[src/rtl/core/pollard_rho_factorizer_core_assert.svh]
// Assertion macros for the core RTL.
// Needs nothing; files take it in by include ahead of their module.
`ifndef POLLARD_RHO_FACTORIZER_CORE_ASSERT_SVH
`define POLLARD_RHO_FACTORIZER_CORE_ASSERT_SVH

// same-cycle implication
`define PRF_ASSERT_IMP(label, clk, rst_n, ante, cons) \
	label: assert property (@(posedge clk) disable iff (!rst_n) (ante) |-> (cons)) \
		else $error("assertion failed");

// next-cycle implication
`define PRF_ASSERT_NXT(label, clk, rst_n, ante, cons) \
	label: assert property (@(posedge clk) disable iff (!rst_n) (ante) |=> (cons)) \
		else $error("assertion failed");

`endif

[src/rtl/core/prf_pkg.sv]
// Package for the Pollard rho factorizer: widths, limits, codes, state types.
// Depends on nothing.
package prf_pkg;

	localparam int VALUE_WIDTH        = 64;
	localparam int FACTOR_WIDTH       = 32;
	localparam int COMPOSITE_WIDTH    = 64;
	localparam int FACTOR_FIELD_WIDTH = 32;
	localparam int STATUS_WIDTH       = 2;
	localparam int ROUND_LIMIT        = 1048576;
	localparam int ROUND_CNT_WIDTH    = 21;

	typedef enum logic [STATUS_WIDTH-1:0] {
		STAT_FACTORED = 2'd0,
		STAT_FAILED   = 2'd1,
		STAT_OVERFLOW = 2'd2
	} status_t;

	typedef enum logic [2:0] {
		S_IDLE,
		S_MUL,
		S_MUL_WAIT,
		S_GCD,
		S_GCD_WAIT,
		S_DIV,
		S_DIV_WAIT,
		S_DONE
	} core_state_t;

	typedef enum logic [1:0] {
		G_IDLE,
		G_REDUCE,
		G_RESTORE
	} gcd_state_t;

endpackage

[src/rtl/core/prf_req_if.sv]
// Request channel: one composite per request.
// Depends on prf_pkg.
interface prf_req_if;
	import prf_pkg::*;

	logic                       valid;
	logic                       ready;
	logic [COMPOSITE_WIDTH-1:0] composite;

	modport source (output valid, output composite, input ready);
	modport sink   (input valid, input composite, output ready);
endinterface

[src/rtl/core/prf_rsp_if.sv]
// Result channel: two factors and a status per request.
// Depends on prf_pkg.
interface prf_rsp_if;
	import prf_pkg::*;

	logic                          valid;
	logic                          ready;
	logic [FACTOR_FIELD_WIDTH-1:0] smaller_factor;
	logic [FACTOR_FIELD_WIDTH-1:0] larger_factor;
	logic [STATUS_WIDTH-1:0]       status;

	modport source (output valid, output smaller_factor, output larger_factor,
		output status, input ready);
	modport sink   (input valid, input smaller_factor, input larger_factor,
		input status, output ready);
endinterface

[src/rtl/core/prf_mulmod.sv]
// Bit-serial modular multiplier: square of op mod modulus, MSB first.
// Each multiplier bit is a double, then a conditional add. Uses prf_pkg.
module prf_mulmod #(
	parameter int VALUE_WIDTH = prf_pkg::VALUE_WIDTH
) (
	input  logic                   clk,
	input  logic                   arst_n,
	input  logic                   start,
	input  logic [VALUE_WIDTH-1:0] op,
	input  logic [VALUE_WIDTH-1:0] modulus,
	output logic                   done,
	output logic [VALUE_WIDTH-1:0] prod
);
	import prf_pkg::*;

	localparam int CW = (VALUE_WIDTH > 1) ? $clog2(VALUE_WIDTH) : 1;

	logic [VALUE_WIDTH-1:0] r_q, a_q, b_q, n_q;
	logic [CW-1:0]          cnt_q;
	logic                   phase_q, busy_q, done_q;
	logic [VALUE_WIDTH-1:0] addend, r_nx;
	logic [VALUE_WIDTH:0]   sum;

	// (r + addend) mod n, both below n
	always_comb begin
		addend = phase_q ? a_q : r_q;
		sum    = {1'b0, r_q} + {1'b0, addend};
		if (sum >= {1'b0, n_q}) begin
			r_nx = VALUE_WIDTH'(sum - {1'b0, n_q});
		end else begin
			r_nx = sum[VALUE_WIDTH-1:0];
		end
	end

	always_ff @(posedge clk or negedge arst_n) begin
		if (!arst_n) begin
			busy_q  <= 1'b0;
			done_q  <= 1'b0;
			phase_q <= 1'b0;
			cnt_q   <= '0;
		end else begin
			done_q <= 1'b0;
			if (start) begin
				busy_q  <= 1'b1;
				phase_q <= 1'b0;
				cnt_q   <= CW'(VALUE_WIDTH - 1);
			end else if (busy_q) begin
				phase_q <= ~phase_q;
				if (phase_q) begin
					if (cnt_q == '0) begin
						busy_q <= 1'b0;
						done_q <= 1'b1;
					end else begin
						cnt_q <= cnt_q - 1'b1;
					end
				end
			end
		end
	end

	always_ff @(posedge clk) begin
		if (start) begin
			r_q <= '0;
			a_q <= op;
			b_q <= op;
			n_q <= modulus;
		end else if (busy_q) begin
			if (!phase_q || b_q[VALUE_WIDTH-1]) begin
				r_q <= r_nx;
			end
			if (phase_q) begin
				b_q <= {b_q[VALUE_WIDTH-2:0], 1'b0};
			end
		end
	end

	assign done = done_q;
	assign prod = r_q;
endmodule

[src/rtl/core/prf_gcd.sv]
// Binary gcd unit: one shift or one subtract per cycle, then the common
// power of two is shifted back one bit per cycle. Uses prf_pkg.
module prf_gcd #(
	parameter int VALUE_WIDTH = prf_pkg::VALUE_WIDTH
) (
	input  logic                   clk,
	input  logic                   arst_n,
	input  logic                   start,
	input  logic [VALUE_WIDTH-1:0] a_in,
	input  logic [VALUE_WIDTH-1:0] b_in,
	output logic                   done,
	output logic [VALUE_WIDTH-1:0] gcd_res
);
	import prf_pkg::*;

	localparam int KW = $clog2(VALUE_WIDTH + 1);

	gcd_state_t             state_q, state_nx;
	logic [VALUE_WIDTH-1:0] ga_q, gb_q;
	logic [KW-1:0]          gk_q;
	logic                   done_q, done_nx;

	always_ff @(posedge clk or negedge arst_n) begin
		if (!arst_n) begin
			state_q <= G_IDLE;
			done_q  <= 1'b0;
		end else begin
			state_q <= state_nx;
			done_q  <= done_nx;
		end
	end

	always_comb begin
		state_nx = state_q;
		done_nx  = 1'b0;
		unique case (state_q)
			G_IDLE: begin
				if (start) state_nx = G_REDUCE;
			end
			G_REDUCE: begin
				if (ga_q == '0) state_nx = G_RESTORE;
			end
			G_RESTORE: begin
				if (gk_q == '0) begin
					state_nx = G_IDLE;
					done_nx  = 1'b1;
				end
			end
			default: state_nx = G_IDLE;
		endcase
	end

	always_ff @(posedge clk) begin
		case (state_q)
			G_IDLE: begin
				if (start) begin
					ga_q <= a_in;
					gb_q <= b_in;
					gk_q <= '0;
				end
			end
			G_REDUCE: begin
				if (ga_q != '0) begin
					if (!ga_q[0] && !gb_q[0]) begin
						ga_q <= ga_q >> 1;
						gb_q <= gb_q >> 1;
						gk_q <= gk_q + 1'b1;
					end else if (!ga_q[0]) begin
						ga_q <= ga_q >> 1;
					end else if (!gb_q[0]) begin
						gb_q <= gb_q >> 1;
					end else if (ga_q >= gb_q) begin
						ga_q <= ga_q - gb_q;
					end else begin
						gb_q <= gb_q - ga_q;
					end
				end
			end
			G_RESTORE: begin
				if (gk_q != '0) begin
					gb_q <= gb_q << 1;
					gk_q <= gk_q - 1'b1;
				end
			end
			default: ;
		endcase
	end

	assign done    = done_q;
	assign gcd_res = gb_q;
endmodule

[src/rtl/core/prf_div.sv]
// Restoring divider, one quotient bit per cycle.
// Uses prf_pkg for the default width.
module prf_div #(
	parameter int VALUE_WIDTH = prf_pkg::VALUE_WIDTH
) (
	input  logic                   clk,
	input  logic                   arst_n,
	input  logic                   start,
	input  logic [VALUE_WIDTH-1:0] dividend,
	input  logic [VALUE_WIDTH-1:0] divisor,
	output logic                   done,
	output logic [VALUE_WIDTH-1:0] quot
);
	import prf_pkg::*;

	localparam int CW = (VALUE_WIDTH > 1) ? $clog2(VALUE_WIDTH) : 1;

	logic [VALUE_WIDTH-1:0] rem_q, q_q, d_q;
	logic [CW-1:0]          cnt_q;
	logic                   busy_q, done_q;
	logic [VALUE_WIDTH:0]   trial;

	assign trial = {rem_q, q_q[VALUE_WIDTH-1]};

	always_ff @(posedge clk or negedge arst_n) begin
		if (!arst_n) begin
			busy_q <= 1'b0;
			done_q <= 1'b0;
			cnt_q  <= '0;
		end else begin
			done_q <= 1'b0;
			if (start) begin
				busy_q <= 1'b1;
				cnt_q  <= CW'(VALUE_WIDTH - 1);
			end else if (busy_q) begin
				if (cnt_q == '0) begin
					busy_q <= 1'b0;
					done_q <= 1'b1;
				end else begin
					cnt_q <= cnt_q - 1'b1;
				end
			end
		end
	end

	always_ff @(posedge clk) begin
		if (start) begin
			rem_q <= '0;
			q_q   <= dividend;
			d_q   <= divisor;
		end else if (busy_q) begin
			if (trial >= {1'b0, d_q}) begin
				rem_q <= VALUE_WIDTH'(trial - {1'b0, d_q});
				q_q   <= {q_q[VALUE_WIDTH-2:0], 1'b1};
			end else begin
				rem_q <= trial[VALUE_WIDTH-1:0];
				q_q   <= {q_q[VALUE_WIDTH-2:0], 1'b0};
			end
		end
	end

	assign done = done_q;
	assign quot = q_q;
endmodule

[src/rtl/core/pollard_rho_factorizer_core.sv]
// Pollard rho factorizer core. One request carries a composite n; the low
// VALUE_WIDTH bits are used. The core walks x -> x*x+1 mod n (tortoise once,
// hare twice per round, both from 2), takes gcd(|x-y|, n) after each round
// and stops at the first gcd that is not 1, or fails after ROUND_LIMIT
// rounds. One result per request: smaller factor, larger factor, status
// (0 factored, 1 no factor or n below 2, 2 factor wider than FACTOR_WIDTH).
// Each round runs three squarings in the bit-serial multiplier and one binary
// gcd; a factor that is found is split off by one final division. The
// number of rounds is near sqrt(smallest prime factor), e.g. about 65536
// rounds for two 32-bit primes. One request is in work at a time; a new
// request is taken once the previous result has moved to the output register.
// Depends on prf_pkg, prf_req_if, prf_rsp_if, prf_mulmod, prf_gcd, prf_div.
`include "pollard_rho_factorizer_core_assert.svh"

module pollard_rho_factorizer_core #(
	parameter int VALUE_WIDTH  = prf_pkg::VALUE_WIDTH,
	parameter int FACTOR_WIDTH = prf_pkg::FACTOR_WIDTH
) (
	input logic      clk,
	input logic      arst_n,
	prf_req_if.sink  request,
	prf_rsp_if.source result
);
	import prf_pkg::*;

	localparam int WW = VALUE_WIDTH + FACTOR_WIDTH;

	core_state_t state_q, state_nx;

	logic [VALUE_WIDTH-1:0]     n_q, x_q, y_q, d_q;
	logic [1:0]                 sel_q;        // 0 tortoise, 1..2 hare steps
	logic [ROUND_CNT_WIDTH-1:0] round_q, round_nx;

	// final answer, waiting for the output register
	logic [FACTOR_FIELD_WIDTH-1:0] fin_lo_q, fin_hi_q;
	status_t                       fin_stat_q;

	// output register
	logic                          res_valid_q;
	logic [FACTOR_FIELD_WIDTH-1:0] res_lo_q, res_hi_q;
	status_t                       res_stat_q;

	logic [VALUE_WIDTH-1:0] n_in, mul_op, mul_prod, step_val, diff;
	logic [VALUE_WIDTH-1:0] gcd_res, quot, lo, hi;
	logic [VALUE_WIDTH:0]   step_sum;
	logic [WW-1:0]          lo_wide, hi_wide;
	logic                   mul_start, mul_done, gcd_start, gcd_done;
	logic                   div_start, div_done, accept, out_free;

	assign n_in     = request.composite[VALUE_WIDTH-1:0];
	assign accept   = request.valid && request.ready;
	assign out_free = !res_valid_q || result.ready;
	assign round_nx = round_q + 1'b1;

	assign mul_op = (sel_q == 2'd0) ? x_q : y_q;

	// square + 1, wrapped once at n
	assign step_sum = {1'b0, mul_prod} + 1'b1;
	assign step_val = (step_sum == {1'b0, n_q}) ? '0 : step_sum[VALUE_WIDTH-1:0];

	assign diff = (x_q > y_q) ? (x_q - y_q) : (y_q - x_q);

	// order the pair and check the wider one against the factor width
	assign lo      = (d_q > quot) ? quot : d_q;
	assign hi      = (d_q > quot) ? d_q : quot;
	assign lo_wide = WW'(lo);
	assign hi_wide = WW'(hi);

	prf_mulmod #(.VALUE_WIDTH(VALUE_WIDTH)) u_mul (
		.clk     (clk),
		.arst_n  (arst_n),
		.start   (mul_start),
		.op      (mul_op),
		.modulus (n_q),
		.done    (mul_done),
		.prod    (mul_prod)
	);

	prf_gcd #(.VALUE_WIDTH(VALUE_WIDTH)) u_gcd (
		.clk     (clk),
		.arst_n  (arst_n),
		.start   (gcd_start),
		.a_in    (diff),
		.b_in    (n_q),
		.done    (gcd_done),
		.gcd_res (gcd_res)
	);

	prf_div #(.VALUE_WIDTH(VALUE_WIDTH)) u_div (
		.clk      (clk),
		.arst_n   (arst_n),
		.start    (div_start),
		.dividend (n_q),
		.divisor  (d_q),
		.done     (div_done),
		.quot     (quot)
	);

	always_ff @(posedge clk or negedge arst_n) begin
		if (!arst_n) begin
			state_q <= S_IDLE;
		end else begin
			state_q <= state_nx;
		end
	end

	always_comb begin
		state_nx  = state_q;
		mul_start = 1'b0;
		gcd_start = 1'b0;
		div_start = 1'b0;
		unique case (state_q)
			S_IDLE: begin
				if (request.valid) begin
					state_nx = (n_in < VALUE_WIDTH'(2)) ? S_DONE : S_MUL;
				end
			end
			S_MUL: begin
				mul_start = 1'b1;
				state_nx  = S_MUL_WAIT;
			end
			S_MUL_WAIT: begin
				if (mul_done) state_nx = (sel_q == 2'd2) ? S_GCD : S_MUL;
			end
			S_GCD: begin
				gcd_start = 1'b1;
				state_nx  = S_GCD_WAIT;
			end
			S_GCD_WAIT: begin
				if (gcd_done) begin
					if (gcd_res == VALUE_WIDTH'(1)) begin
						state_nx = (round_nx == ROUND_CNT_WIDTH'(ROUND_LIMIT)) ? S_DONE : S_MUL;
					end else if (gcd_res == n_q) begin
						state_nx = S_DONE;
					end else begin
						state_nx = S_DIV;
					end
				end
			end
			S_DIV: begin
				div_start = 1'b1;
				state_nx  = S_DIV_WAIT;
			end
			S_DIV_WAIT: begin
				if (div_done) state_nx = S_DONE;
			end
			S_DONE: begin
				if (out_free) state_nx = S_IDLE;
			end
			default: state_nx = S_IDLE;
		endcase
	end

	// walk state and final answer
	always_ff @(posedge clk or negedge arst_n) begin
		if (!arst_n) begin
			sel_q   <= '0;
			round_q <= '0;
		end else begin
			if (state_q == S_IDLE && accept) begin
				sel_q   <= '0;
				round_q <= '0;
			end else if (state_q == S_MUL_WAIT && mul_done) begin
				sel_q <= (sel_q == 2'd2) ? 2'd0 : sel_q + 1'b1;
			end else if (state_q == S_GCD_WAIT && gcd_done) begin
				round_q <= round_nx;
			end
		end
	end

	always_ff @(posedge clk) begin
		case (state_q)
			S_IDLE: begin
				if (accept) begin
					n_q        <= n_in;
					x_q        <= (n_in == VALUE_WIDTH'(2)) ? '0 : VALUE_WIDTH'(2);
					y_q        <= (n_in == VALUE_WIDTH'(2)) ? '0 : VALUE_WIDTH'(2);
					fin_lo_q   <= '0;
					fin_hi_q   <= '0;
					fin_stat_q <= STAT_FAILED;
				end
			end
			S_MUL_WAIT: begin
				if (mul_done) begin
					if (sel_q == 2'd0) begin
						x_q <= step_val;
					end else begin
						y_q <= step_val;
					end
				end
			end
			S_GCD_WAIT: begin
				if (gcd_done) d_q <= gcd_res;
			end
			S_DIV_WAIT: begin
				if (div_done) begin
					if (hi_wide[WW-1:FACTOR_WIDTH] != '0) begin
						fin_stat_q <= STAT_OVERFLOW;
					end else begin
						fin_lo_q   <= FACTOR_FIELD_WIDTH'(lo_wide[FACTOR_WIDTH-1:0]);
						fin_hi_q   <= FACTOR_FIELD_WIDTH'(hi_wide[FACTOR_WIDTH-1:0]);
						fin_stat_q <= STAT_FACTORED;
					end
				end
			end
			default: ;
		endcase
	end

	// output register parts the result channel from the walk
	always_ff @(posedge clk or negedge arst_n) begin
		if (!arst_n) begin
			res_valid_q <= 1'b0;
		end else if (state_q == S_DONE && out_free) begin
			res_valid_q <= 1'b1;
		end else if (result.ready) begin
			res_valid_q <= 1'b0;
		end
	end

	always_ff @(posedge clk) begin
		if (state_q == S_DONE && out_free) begin
			res_lo_q   <= fin_lo_q;
			res_hi_q   <= fin_hi_q;
			res_stat_q <= fin_stat_q;
		end
	end

	assign request.ready         = (state_q == S_IDLE);
	assign result.valid          = res_valid_q;
	assign result.smaller_factor = res_lo_q;
	assign result.larger_factor  = res_hi_q;
	assign result.status         = res_stat_q;

	`PRF_ASSERT_IMP(a_fail_zero, clk, arst_n,
		res_valid_q && res_stat_q != STAT_FACTORED, res_lo_q == '0 && res_hi_q == '0)
	`PRF_ASSERT_IMP(a_ordered, clk, arst_n,
		res_valid_q && res_stat_q == STAT_FACTORED, res_lo_q <= res_hi_q)
	`PRF_ASSERT_IMP(a_mul_done_when_waiting, clk, arst_n, mul_done, state_q == S_MUL_WAIT)
	`PRF_ASSERT_IMP(a_gcd_done_when_waiting, clk, arst_n, gcd_done, state_q == S_GCD_WAIT)
	`PRF_ASSERT_NXT(a_start_to_wait, clk, arst_n, mul_start, state_q == S_MUL_WAIT)
endmodule
[src/flat_wrapper.sv]
// flat-port wrapper written by rule: the top's interface ports become plain ports
module pollard_rho_factorizer_core_flat import prf_pkg::*;
#(
	parameter int VALUE_WIDTH  = prf_pkg::VALUE_WIDTH,
	parameter int FACTOR_WIDTH = prf_pkg::FACTOR_WIDTH
)
  (clk, arst_n, request_valid, request_composite, request_ready, result_valid, result_smaller_factor, result_larger_factor, result_status, result_ready);
  prf_req_if request_i ();
  prf_rsp_if result_i ();
  input logic clk;
  input logic arst_n;
  input wire logic [$bits(request_i.valid)-1:0] request_valid;
  input wire logic [$bits(request_i.composite)-1:0] request_composite;
  output wire logic [$bits(request_i.ready)-1:0] request_ready;
  output wire logic [$bits(result_i.valid)-1:0] result_valid;
  output wire logic [$bits(result_i.smaller_factor)-1:0] result_smaller_factor;
  output wire logic [$bits(result_i.larger_factor)-1:0] result_larger_factor;
  output wire logic [$bits(result_i.status)-1:0] result_status;
  input wire logic [$bits(result_i.ready)-1:0] result_ready;
  assign request_i.valid = request_valid;
  assign request_i.composite = request_composite;
  assign request_ready = request_i.ready;
  assign result_valid = result_i.valid;
  assign result_smaller_factor = result_i.smaller_factor;
  assign result_larger_factor = result_i.larger_factor;
  assign result_status = result_i.status;
  assign result_i.ready = result_ready;
  pollard_rho_factorizer_core #(.VALUE_WIDTH(VALUE_WIDTH), .FACTOR_WIDTH(FACTOR_WIDTH)) u_core (.clk(clk), .arst_n(arst_n), .request(request_i), .result(result_i));
endmodule
[config.mk]
export PLATFORM = sky130hd
export DESIGN_NAME = pollard_rho_factorizer_core_flat
export DESIGN_NICKNAME = d
export VERILOG_FILES = /design/src/rtl/core/prf_pkg.sv /design/src/rtl/core/prf_req_if.sv /design/src/rtl/core/prf_rsp_if.sv /design/src/rtl/core/prf_mulmod.sv /design/src/rtl/core/prf_gcd.sv /design/src/rtl/core/prf_div.sv /design/src/rtl/core/pollard_rho_factorizer_core.sv /design/src/flat_wrapper.sv
export VERILOG_INCLUDE_DIRS = /design/src /design/src/rtl/core
export SDC_FILE = /design/constraint.sdc
export NUM_CORES = 2
export LEC_CHECK = 0
export CORE_ASPECT_RATIO = 0.5
export CORE_MARGIN = 3
export CORE_UTILIZATION = 40
export CTS_CLUSTER_DIAMETER = 40
export DETAILED_ROUTE_END_ITERATION = 8
export DONT_BUFFER_PORTS = 1
export PLACE_DENSITY = 0.55
export RECOVER_POWER = 100
export SLEW_MARGIN = 15
export SYNTH_ARGS = -nofsm -noshare
export SYNTH_HDL_FRONTEND = slang
export SYNTH_HIERARCHICAL = 1
export SYNTH_SLANG_ARGS = --single-unit
[constraint.sdc]
create_clock -name clk -period 9.85 [get_ports clk]
set_input_delay 0.985 -clock clk [delete_from_list [all_inputs] [get_ports clk]]
set_output_delay 0.985 -clock clk [all_outputs]
set_load 0.02 [all_outputs]
==> flow_metrics.env <==
export IMPL_synth_seq_cells=1018
export IMPL_synthMuxAreaShare_pct=4.74
export IMPL_start_util_pct=40.7
export IMPL_cap_violations=64
export IMPL_synth_top_family_by_area="compound AO/OA/AOI/OAI gates"
export IMPL_totalWireLength_mm=292
export IMPL_post_route_drc_count=0
export IMPL_gr_total_overflow=0
export IMPL_r2r_slack_ns=1.37
export IMPL_synth_edf_count=843
export IMPL_clk_pin_slew_ns=0.07
export IMPL_rows=110
export IMPL_synth_xor_area_share_pct=6.68
export IMPL_tns_ns=0
export IMPL_cts_hold_buf=1
export IMPL_maxSlewViolCount=1833
export IMPL_worst_path_largest_cell_delay_ns=1.35
export IMPL_worstPathCellList="mux2_2 -> ha_1 -> a21o_2 -> a31oi_1 -> or4_1 -> a211oi_4 -> o21bai_1 -> o41ai_1 -> a21oi_1 -> nor2_1 -> nor2_1 -> xnor2_1 -> ha_1 -> a21oi_1 -> o21ai_0 -> a32o_1 -> o31ai_1 -> o211ai_1 -> a31oi_1 -> o21ai_0 -> a41oi_1 -> xnor2_1 -> mux2i_1 -> a211oi_1"
export IMPL_fmaxAchievable_ghz=0.118
export IMPL_drive_gt1_share_pct=7.00
export IMPL_cts_max_level=4
export IMPL_numClockSinks=1018
export IMPL_criticalPathCategory="reg2reg"
export IMPL_worstPathRequired_ns=10.51
export IMPL_dp_hpwl_mm=225
export IMPL_numPortBuffers=0
export IMPL_finalHoldViolCount=0
export IMPL_setup_viol=0
export IMPL_crit_fanout=35
export IMPL_crit_slowest_cell="dfrtp_1"
export IMPL_endpoint="u_core/u_mul/prod[59]$_SDFFE_PP0P_"
export IMPL_die_area_um2=190000
export IMPL_via_count=64100
export IMPL_antenna_found_initial=44
export IMPL_timing_final_crit_share_pct=86.1
export IMPL_post_drt_wl_per_cell_um=28.1
export IMPL_rsz0062_at_grt="no"
export IMPL_syn_inst=7965
export IMPL_cts_buffers=139
export IMPL_clk_latency_ns=0.84
export IMPL_first_global_vias=59400
export IMPL_syn_nets=8568
export IMPL_yosysWarnings=6
export IMPL_synth_area_um2=73900
export IMPL_skew_ns=0.106
export IMPL_synthSimpleGateAreaFrac_pct=14.4
export IMPL_ys_types=124
export IMPL_num_io_pins=136
export IMPL_viasPerCell=6.17
export IMPL_tightest_slew_ns=4.32
export IMPL_die_width_um=614
export IMPL_grt_first_pass_wirelength_mm=419
export IMPL_hp_class="in2reg"
export IMPL_outcome="finished, violations left"
export IMPL_grt_max_degree=144
export IMPL_gp_congestion=1.02
export IMPL_root_buffer="clkbuf_16"
export IMPL_slew_headroom_pct=-188
export IMPL_period_needed_ns=8.48
export IMPL_violations="capacitance limit, slew limit"
export IMPL_drt_pass1_iter_count=8
export IMPL_cts_tree="yes"
export IMPL_core_area_um2=182000
export IMPL_cts_resized=0
export IMPL_rr_startpoint="u_core/u_mul/phase_q$_DFFE_PN0P_"
export IMPL_post_cts_buffers=0
export IMPL_synth_compound_area_share_pct=20.2
export IMPL_cts_buffer_depth=4
export IMPL_arrival_ns=9.14
export IMPL_async_flop_share_pct=4.62
export IMPL_cp_startpoint="u_core/u_mul/phase_q$_DFFE_PN0P_"
export IMPL_syn_avg_cell_area_um2=9.27
export IMPL_end_kind="register"
export IMPL_synth_main_ff_cell="edfxtp_1"
export IMPL_yosys_area_share_adder_pct=9.14
export IMPL_final_nets=8445
export IMPL_dr_first_iter_drc_count=7392
export IMPL_die_h_um=310
export IMPL_crit_path_start_kind="register"
export IMPL_grt_usage_pct=29.9
export IMPL_syn2layout_area_growth_pct=8.97
export IMPL_r2r_cells=24
export IMPL_ant_nets=0
export IMPL_rr_endpoint="u_core/u_mul/prod[59]$_SDFFE_PP0P_"
export IMPL_yosysSeqAreaShare_pct=39.3
==> through the flow <==
step / instances / area [um^2] / util [%] / setup WS (ns) / hold WS (ns)
final: 10400 / 80500 / 44.3 / 1.37 / 0.233
after global placement: 10100 / 76300 / 42.0 / 2.18 / 0.402
after CTS: 10400 / 81000 / 44.6 / 2.12 / 0.00649
after detailed placement: 10100 / 76300 / 42.0 / 2.16 / 0.405
after global routing: 10400 / 80400 / 44.2 / 0.913 / 0.210
after floorplan: 7965 / 73900 / - / 1.60 / 0.400
==> worst max-delay path: cells and delay by family (launching register included) <==
kind,cells,cell delay (ns)
xor+xnor,2,0.53
flops,1,1.35
compound gates,15,4.33
simple gates,3,0.90
fa+ha+maj,2,0.70
mux,2,0.53
==> worst min path at each step <==
| stage | startpoint | end | slack (ns) | cells after the start |
|---|---|---|---|---|
| floorplan | u_core/fin_hi_q[0]$_SDFFCE_PN0P_ | u_core/result.larger_factor[0]$_DFFE_PP_ | 0.40 | 0 |
| global placement | u_core/fin_lo_q[3]$_SDFFCE_PN0P_ | u_core/result.smaller_factor[3]$_DFFE_PP_ | 0.40 | 0 |
| detailed placement | u_core/fin_lo_q[20]$_SDFFCE_PN0P_ | u_core/result.smaller_factor[20]$_DFFE_PP_ | 0.40 | 0 |
| CTS | arst_n | u_core/sel_q[1]$_DFFE_PN0P_ | 0.006 | 1 |
| global route | request_composite[54] | u_core/n_q[54]$_DFFE_PP_ | 0.21 | 0 |
| finish | request_composite[1] | u_core/n_q[1]$_DFFE_PP_ | 0.23 | 0 |
==> synthesized netlist by cell type, types with 48 or more instances <==
master	count	area, um^2
nor2b_1	48	300
o21a_1	51	383
xor2_1	255	2230
nor3_1	122	611
a31oi_1	71	444
and3_1	53	332
clkbuf_1	294	1100
a211oi_1	92	691
ha_1	527	6590
o211ai_1	62	465
xnor2_1	300	2630
a21o_1	237	1780
inv_1	605	2270
nand4_1	173	1080
mux2_2	198	2230
o21bai_1	122	916
nor2_1	693	2600
nand3_1	148	741
nand2_1	606	2270
edfxtp_1	843	25300
dfxtp_1	128	2560
a21oi_1	690	3450
o21ai_0	469	2350
nand2b_1	49	307
a221oi_1	107	937
mux2i_1	127	1270
buf_2	50	250
nor4_1	127	795
==> logic make-up (layout without fill, tap and decap cells) <==
| group | Yosys count | after routing |
|---|---|---|
| xor gates and xnor gates | 558 | 558 |
| adders and majority gates | 535 | 535 |
| and+or+nand+nor | 2227 | 2227 |
| other | 0 | 44 |
| buffers and inverters | 999 | 978 |
| muxes | 325 | 325 |
| DFF | 1018 | 1018 |
| AOI/OAI and AO/OA | 2303 | 2303 |
==> flip-flops by register name (all words and copies together) (netlist names), 32 cells and up <==
name                          cells
u_core/u_div/d_q                 64
u_core/u_mul/n_q                 64
u_core/u_gcd/gcd_res             64
u_core/result.larger_factor      32
u_core/n_q                       64
u_core/u_gcd/ga_q                64
u_core/y_q                       64
u_core/u_div/quot                64
u_core/result.smaller_factor     32
u_core/u_mul/prod                64
u_core/fin_hi_q                  32
u_core/fin_lo_q                  32
u_core/x_q                       64
u_core/u_mul/a_q                 64
u_core/u_div/rem_q               64
u_core/u_mul/b_q                 64
u_core/d_q                       64
==> layout by cell type (no fill, tap or decap), types with 47 or more instances in the layout <==
| cell type | instances |
|---|---|
| a211oi_1 | 92 |
| nor2_1 | 714 |
| nor4_1 | 127 |
| nand2_1 | 606 |
| inv_1 | 603 |
| mux2i_1 | 127 |
| clkbuf_16 | 149 |
| nor3_1 | 123 |
| and3_1 | 53 |
| o21ai_0 | 473 |
| clkbuf_1 | 103 |
| dfxtp_1 | 128 |
| ha_1 | 526 |
| a221oi_1 | 107 |
| nand4_1 | 173 |
| a31oi_1 | 72 |
| o21bai_1 | 123 |
| nand2b_1 | 49 |
| edfxtp_1 | 843 |
| mux2_2 | 194 |
| o211ai_1 | 63 |
| a21oi_1 | 690 |
| dfrtp_1 | 47 |
| nor2b_1 | 47 |
| o21a_1 | 51 |
| a21o_1 | 237 |
| xnor2_1 | 300 |
| nand3_1 | 149 |
| xor2_1 | 255 |
==> routing by layer <==
layer | up-vias | GRT usage, % | routed length (um)
li1 | 29100 | - | -
met1 | 31200 | 42.7 | 130000
met2 | 3267 | 43.8 | 122000
met3 | 540 | 7.16 | 29200
met4 | 8 | 10.6 | 11000
met5 | - | 0 | 50
==> area by class of cell <==
type | count | area (um^2)
diodes | 44 | 110
clock buffers | 163 | 3820
clock inverters | 80 | 868
fillers | 17700 | 101000
inverters | 607 | 2280
multi-input cells | 5948 | 40700
flip-flops and latches | 1018 | 29100
well taps | 2408 | 3010
repair buffers | 128 | 634
Power is not shown: default switching activity piles up to over one toggle a cycle in this logic, so the estimate is an artifact.
